==> src/rtl/core/vsd_pkg.sv <==
// shared types and constants for the varint stream decoder
package vsd_pkg;

    localparam int unsigned VALUE_W = 32;
    localparam int unsigned BYTE_W  = 8;
    localparam int unsigned IDX_W   = 3;
    localparam int unsigned SHIFT_W = 5;

    localparam logic [6:0]       DATA_MASK  = 7'h7F;
    localparam logic [5:0]       FIRST_MASK = 6'h3F;
    localparam int unsigned      MORE_POS   = 7;
    localparam int unsigned      SIGN_POS   = 6;
    localparam logic [IDX_W-1:0] MAX_BYTES  = 3'd5;

    localparam logic FMT_UNSIGNED = 1'b0;
    localparam logic FMT_SIGNED   = 1'b1;

    typedef struct packed {
        logic [VALUE_W-1:0] value_bits;
        logic               error_flag;
        logic [IDX_W-1:0]   byte_length;
    } vsd_result_t;

endpackage

==> src/rtl/core/vsd_step.sv <==
// per-byte decode step: value state registers and the shift-or / negate logic
module vsd_step (
    input  logic                              aclk,
    input  logic                              aresetn,
    input  logic                              step_en,
    input  logic [vsd_pkg::BYTE_W-1:0]        in_byte,
    input  logic                              signed_format,
    output logic                              result_valid,
    output vsd_pkg::vsd_result_t              result
);

    logic [vsd_pkg::VALUE_W-1:0] acc_reg, acc_next;
    logic [vsd_pkg::IDX_W-1:0]   idx_reg, idx_next;
    logic                        sign_reg, sign_next;
    logic                        fmt_reg, fmt_next;
    logic                        err_reg, err_next;

    logic [vsd_pkg::SHIFT_W-1:0] shift_amt;
    logic [vsd_pkg::VALUE_W-1:0] part;
    logic [vsd_pkg::IDX_W-1:0]   idx_inc;

    // 7 * index, one less in signed format (first byte held only 6 bits)
    assign shift_amt = vsd_pkg::SHIFT_W'({2'b00, idx_reg, 3'b000} - {5'b00000, idx_reg})
                     - vsd_pkg::SHIFT_W'(fmt_reg);
    assign part      = {25'd0, in_byte[6:0] & vsd_pkg::DATA_MASK} << shift_amt;
    assign idx_inc   = idx_reg + 3'd1;

    always_comb begin
        acc_next     = acc_reg;
        idx_next     = idx_reg;
        sign_next    = sign_reg;
        fmt_next     = fmt_reg;
        err_next     = err_reg;
        result_valid = 1'b0;
        result       = '{value_bits: '0, error_flag: 1'b1,
                         byte_length: vsd_pkg::MAX_BYTES};

        if (err_reg) begin
            result_valid = 1'b1;
        end else if (idx_reg >= vsd_pkg::MAX_BYTES) begin
            // overlong value: latch error and drop the partial value
            err_next     = 1'b1;
            acc_next     = '0;
            idx_next     = '0;
            sign_next    = 1'b0;
            result_valid = 1'b1;
        end else begin
            if (idx_reg == '0) begin
                fmt_next = signed_format;
                if (signed_format == vsd_pkg::FMT_SIGNED) begin
                    sign_next = in_byte[vsd_pkg::SIGN_POS];
                    acc_next  = {26'd0, in_byte[5:0] & vsd_pkg::FIRST_MASK};
                end else begin
                    sign_next = 1'b0;
                    acc_next  = {25'd0, in_byte[6:0] & vsd_pkg::DATA_MASK};
                end
            end else begin
                acc_next = acc_reg | part;
            end
            idx_next = idx_inc;

            if (!in_byte[vsd_pkg::MORE_POS]) begin
                result_valid       = 1'b1;
                result.value_bits  = sign_next ? (32'd0 - acc_next) : acc_next;
                result.error_flag  = 1'b0;
                result.byte_length = idx_inc;
                acc_next  = '0;
                idx_next  = '0;
                sign_next = 1'b0;
            end
        end
    end

    always_ff @(posedge aclk) begin
        if (!aresetn) begin
            acc_reg  <= '0;
            idx_reg  <= '0;
            sign_reg <= 1'b0;
            fmt_reg  <= vsd_pkg::FMT_UNSIGNED;
            err_reg  <= 1'b0;
        end else if (step_en) begin
            acc_reg  <= acc_next;
            idx_reg  <= idx_next;
            sign_reg <= sign_next;
            fmt_reg  <= fmt_next;
            err_reg  <= err_next;
        end
    end

endmodule

==> src/rtl/core/varint_stream_decoder.sv <==
// top level of the varint stream decoder: input word register, decode step, result register
// Usage:
//   s_ channel carries one encoded byte per word, with the value format in s_tuser.
//   The format is taken at a value's first byte: 0 unsigned LEB128, 1 sign-magnitude.
//   m_ channel carries one word per decoded value, on the value's last byte only.
//   A value longer than five bytes latches an error; from then on every input byte
//   gives a zero result with the error flag and length 5, until reset.
// Path: a value's last byte is held in the input register, then decoded into the result
//   register, which drives m_.
// Throughput: one byte per cycle while m_ does not stall; the input register and the result
//   register are both refilled in the cycle they are emptied.
// Reset: aresetn (synchronous, active low) empties both registers and clears the
//   partial value and the error latch.
// Stall: while m_tready is low and a result waits, the byte in the input register
//   holds and s_tready drops once that register is full; no word is lost.
module varint_stream_decoder (
    input  logic        aclk,
    input  logic        aresetn,
    input  logic        s_tvalid,
    output logic        s_tready,
    input  logic [7:0]  s_tdata,   // [7:0] in_byte
    input  logic [0:0]  s_tuser,   // [0] signed_format
    output logic        m_tvalid,
    input  logic        m_tready,
    output logic [39:0] m_tdata,   // [31:0] value_bits, [34:32] byte_length, [39:35] zero
    output logic [0:0]  m_tuser    // [0] error_flag
);

    logic                            in_valid_reg;
    logic [vsd_pkg::BYTE_W-1:0]      in_byte_reg;
    logic                            in_fmt_reg;
    logic                            out_valid_reg;
    vsd_pkg::vsd_result_t            out_reg;

    logic                            advance;
    logic                            step_valid;
    vsd_pkg::vsd_result_t            step_result;

    assign advance  = in_valid_reg && (!out_valid_reg || m_tready);
    assign s_tready = !in_valid_reg || advance;

    vsd_step u_step (
        .aclk          (aclk),
        .aresetn       (aresetn),
        .step_en       (advance),
        .in_byte       (in_byte_reg),
        .signed_format (in_fmt_reg),
        .result_valid  (step_valid),
        .result        (step_result)
    );

    always_ff @(posedge aclk) begin
        if (!aresetn) begin
            in_valid_reg <= 1'b0;
        end else if (s_tready) begin
            in_valid_reg <= s_tvalid;
        end
    end

    always_ff @(posedge aclk) begin
        if (s_tready && s_tvalid) begin
            in_byte_reg <= s_tdata;
            in_fmt_reg  <= s_tuser[0];
        end
    end

    always_ff @(posedge aclk) begin
        if (!aresetn) begin
            out_valid_reg <= 1'b0;
        end else if (advance) begin
            out_valid_reg <= step_valid;
        end else if (m_tready) begin
            out_valid_reg <= 1'b0;
        end
    end

    always_ff @(posedge aclk) begin
        if (advance && step_valid) begin
            out_reg <= step_result;
        end
    end

    assign m_tvalid = out_valid_reg;
    assign m_tdata  = {5'd0, out_reg.byte_length, out_reg.value_bits};
    assign m_tuser  = out_reg.error_flag;

endmodule
==> config.mk <==
export PLATFORM = sky130hd
export DESIGN_NAME = varint_stream_decoder
export DESIGN_NICKNAME = d
export VERILOG_FILES = /design/src/rtl/core/vsd_pkg.sv /design/src/rtl/core/vsd_step.sv /design/src/rtl/core/varint_stream_decoder.sv
export SDC_FILE = /design/constraint.sdc
export NUM_CORES = 1
export LEC_CHECK = 0
export CORE_UTILIZATION = 40
export CTS_CLUSTER_DIAMETER = 150
export DETAILED_ROUTE_END_ITERATION = 6
export DONT_BUFFER_PORTS = 1
export PLACE_DENSITY_LB_ADDON = 0.3
export SLEW_MARGIN = 20
export SYNTH_ARGS = -nofsm -noshare
export SYNTH_HDL_FRONTEND = slang
export SYNTH_SLANG_ARGS = --single-unit
export TNS_END_PERCENT = 20
==> constraint.sdc <==
create_clock -name aclk -period 11.7 [get_ports aclk]
set_clock_uncertainty 0.05 [all_clocks]
set_input_delay 1.17 -clock aclk [delete_from_list [all_inputs] [get_ports aclk]]
set_output_delay 1.17 -clock aclk [all_outputs]
set_load 0.01 [all_outputs]
==> run summary <==
* 0.35 ns — worst skew pair latency
* 10.3 mm — post-detailed-placement half-perimeter wirelength
* 21.4% — synthesized-area fraction occupied by ao, oa, aoi and oai cells
* 0.236 mW — switching power summed over all nets
* 4561 — via count
* 5780 sq um — total non-filler cell area in the finished layout
* 14.7 mm — final WL
* 0 — post-CTS setup-driven buffer insertion count
* 0 — count of input and output buffers
* 20 — peak fanout along the critical path
* 0.900 — placer congestion estimate
* 5360 sq um — post-synthesis instance area
* 0 ns — Total Negative Setup Slacks
* 0 — DRC violation count after routing
* sky130_fd_sc_hd__edfxtp_1 — Most used DFF post-synth
* reg -> reg — type of the most critical hold path
* sky130_fd_sc_hd__nor2_1 (64), sky130_fd_sc_hd__nand2_1 (51), sky130_fd_sc_hd__edfxtp_1 (45) — Post-synth top cells
* 7.09 ns — pre-CTS setup slack
* 7.02 ns — flop2flop setup slack
* sky130_fd_sc_hd__edfxtp_1 (25%), sky130_fd_sc_hd__dfxtp_1 (15%), sky130_fd_sc_hd__nor2_1 (4.5%), sky130_fd_sc_hd__a22oi_1 (4.2%), sky130_fd_sc_hd__nor2b_1 (3.9%) — Synth area leaders
* 118 um — die extent in x
* sky130_fd_sc_hd__clkbuf_16 — Root Buffer Master
* 43 — largest net degree at the start of global routing
* 70 — Netlist cell types
* 0.07 ns — post-CTS clock slew at the launch and capture registers of the worst setup and hold paths
* 25.2% — top-area cell type share of the netlist area
* 9 — Num CTS Buffers
* 23.3 mm — first-pass GRT wire length
* u_step.fmt_reg$_SDFFE_PN0P_ — endpoint of the worst hold-timing path
* 118 um — Die H
* 0 — count of endpoints failing setup in the final report
* u_step.idx_reg[0]$_SDFFE_PN0P_ — startpoint of the worst-slack reg-to-reg timing path
* sky130_fd_sc_hd__ha_1 — most frequent cell on the critical path
* 760 — Non-Filler Instances
* 0.0605 mV — Max rail drop VDD
* 23.1% — share of synthesized cell area in and, or, nand and nor gates
* 607 — Final Net Count
* 5470 sq um — Placed Area
* 0 — total congestion overflow
* 131 nW/um^2 — pwr/cell area
* 11.74 ns — worst path required time
* sky130_fd_sc_hd__edfxtp_1 — cell accounting for the most synthesized area
* flip-flop — kind of start point of the critical path
* 0 — maxcap violations
* 40.0% — final worst-path cycle share
* 8.89 sq um — per-instance average area after synthesis
* 19.6% — fraction of power consumed by combinational cells
* 4.68 ns — Period minus WS final
* 45 — number of enable-type register cells in the synthesized netlist
* 2.57% — area share of fa/ha/maj cells after synthesis
* 0.71 ns — worst stage delay on the critical path
* 743 — number of cells in the design after placement
* built — TritonCTS clock tree
* 0 — # resized after CTS
* 4.72 ns — worst path arrival time
* 0 — number of inserted diodes
* m_tdata[25]$_SDFFCE_PP0P_ — RR Endpoint
* flip-flop — sort of element at the end of the critical path
* inv_1 -> ha_1 -> ha_1 -> mux2_2 -> a222oi_1 -> o31ai_2 -> o21bai_2 -> nor4b_4 -> and4_1 -> mux2i_1 -> o211ai_1 — CP Cell Sequence
* 544 — First DRT Iteration DRCs
* 41 — Core Rows
* 7.75% — Layout Area Growth over Synthesis
* 40.1% — register area share after synthesis
* 85 — TritonCTS Sinks
* sky130_fd_sc_hd__ha_1 — Critical-path top delay cell
* 0% — share of synthesized flip-flops with an asynchronous set or reset
* 35 — max FFs per register
* 19.3 um — wire length per cell
* 7.02 ns — crit path setup slack, layout
* finished, final reports clean — result of the run
* 21.3% — GRT Util Overall
* 85 — FF+latch count, synth
* 0 — final max-slew violation count
* 0 — quantity of hold-fixing buffers added after cts
* 0.520 mW — Pint
* 2 — clock tree buffer depth
* 41.8% — initial core utilization
* 603 — post-synthesis instance total
* simple AND/OR/NAND/NOR gates — combinational family with the most area after synthesis
* no — RSZ-0062 raised after global routing
* 31.2% — Sw Share
* 36.5% — clock power share
* 0 — initial antenna violation count
* sky130_fd_sc_hd__nor2_1 — top-count cell post-synth
* 4.90% — mux share of post-synthesis cell area
* reg -> reg — class of the most critical setup path
* 13900 sq um — die area
* 11 — worst reg-to-reg path cell count
* 2 — WHS Path Cells
* 1 — critical path buffer and inverter count
* 0 — remaining antenna violation count
* 1.97 nW — Leak Pwr
* 6.00 — vias per inst
* 3.10% — share of the synthesized netlist area taken by xor and xnor gates
* 0 — Warnings, synthesis
* 0.725 ns — slew at the pin with the worst max-slew slack
* 43.8% — portion of total power attributed to sequential cells
* 6 — DR pass1 iterations
* 50.4% — Max transition margin
* u_step.fmt_reg$_SDFFE_PN0P_ — Hold Crit Start
* 9.69% — fraction of final layout cells sized beyond drive strength 1
* 0 — final hold violation count
* compound AO/OA/AOI/OAI gates — largest delay contributor family on the critical path
* 4181 — via count of the first global-routing pass
* 3 — H-Tree Level Count
* 56 — boundary pin count
* 213 MHz — timing-limited maximum frequency
* 12800 sq um — Core Region
-- cell usage in the layout, fill, tap and decap left out, types with 4 or more instances in the layout --
cell type and instances:
sky130_fd_sc_hd__nor4_1 4, sky130_fd_sc_hd__mux2i_1 12, sky130_fd_sc_hd__nor3_1 17, sky130_fd_sc_hd__or2_2 5
sky130_fd_sc_hd__inv_1 11, sky130_fd_sc_hd__ha_1 11, sky130_fd_sc_hd__xor2_1 8, sky130_fd_sc_hd__a22oi_1 30
sky130_fd_sc_hd__nand2_1 51, sky130_fd_sc_hd__nand3_1 11, sky130_fd_sc_hd__edfxtp_1 45, sky130_fd_sc_hd__nor2b_1 32
sky130_fd_sc_hd__buf_4 10, sky130_fd_sc_hd__a21oi_1 26, sky130_fd_sc_hd__xnor2_1 11, sky130_fd_sc_hd__o21ai_0 31
sky130_fd_sc_hd__conb_1 5, sky130_fd_sc_hd__nand4_1 7, sky130_fd_sc_hd__a31oi_1 19, sky130_fd_sc_hd__a21o_1 5
sky130_fd_sc_hd__and2_1 22, sky130_fd_sc_hd__nand2b_1 5, sky130_fd_sc_hd__dfxtp_1 40, sky130_fd_sc_hd__or3_1 5
sky130_fd_sc_hd__clkbuf_16 9, sky130_fd_sc_hd__nor2_1 64, sky130_fd_sc_hd__o211ai_1 7, sky130_fd_sc_hd__mux2_2 6
-- kinds of logic after synthesis --
kind of cell / Yosys count
xor+xnor: 19
other cells: 1
compound gates: 167
flops: 85
buf+inv: 57
fa+ha+maj: 11
simple gates: 241
mux: 22
-- worst max path at each step --
stage                                   startpoint                   endpoint  slack [ns]  cells past startpoint
global route        u_step.idx_reg[0]$_SDFFE_PN0P_  m_tdata[25]$_SDFFCE_PP0P_        6.77                     11
CTS                 u_step.idx_reg[0]$_SDFFE_PN0P_  m_tdata[25]$_SDFFCE_PP0P_        7.07                     11
finish              u_step.idx_reg[0]$_SDFFE_PN0P_  m_tdata[25]$_SDFFCE_PP0P_        7.02                     11
detailed placement  u_step.idx_reg[0]$_SDFFE_PN0P_  m_tdata[25]$_SDFFCE_PP0P_        7.09                     11
global placement    u_step.idx_reg[0]$_SDFFE_PN0P_  m_tdata[25]$_SDFFCE_PP0P_        7.23                     11
floorplan           u_step.idx_reg[0]$_SDFFE_PN0P_  m_tdata[25]$_SDFFCE_PP0P_        7.96                     13
-- power by group through the flow --
| stage | Combinational, mW | Sequential (mW) | Clock, mW |
|---|---|---|---|
| final | 0.148 | 0.331 | 0.276 |
| after floorplan | 0.111 | 0.335 | 0 |
| after global routing | 0.160 | 0.331 | 0.293 |
| after detailed placement | 0.144 | 0.338 | 0 |
| after global placement | 0.143 | 0.337 | 0 |
| after CTS | 0.144 | 0.331 | 0.279 |
-- stage by stage --
stage               util [%]  hold slack (ns)  power (mW)
global placement        42.6            0.418       0.480
floorplan                  -            0.407       0.446
CTS                     44.8            0.452       0.754
global route            45.0            0.489       0.785
detailed placement      42.6            0.441       0.481
finish                  45.0            0.449       0.756
-- layout make-up --
| type | instances | area [sq um] |
|---|---|---|
| inverter | 11 | 41.3 |
| tap | 172 | 215 |
| fill | 1250 | 7050 |
| timing repair buffer | 11 | 103 |
| clock buffer | 9 | 225 |
| multi-input combinational | 465 | 2980 |
| sequential | 85 | 2150 |
| clock inverter | 7 | 55.1 |
-- worst min-delay path: stages (launching register included) --
cell and delay (ns):
sky130_fd_sc_hd__dfxtp_1 0.31, sky130_fd_sc_hd__o21ai_0 0.06, sky130_fd_sc_hd__a21boi_0 0.08
-- metal layers --
layer	global-route usage (%)	vias to the layer above	wire, um	part of all wire [%]
met5	0	-	0	0
met2	30.6	210	6300	43
met3	4.36	13	1030	7.0
met1	31.6	2167	7150	49
met4	7.05	0	183	1.2
li1	-	2171	-	-
No activity file was read; power rests on OpenSTA's default activity.
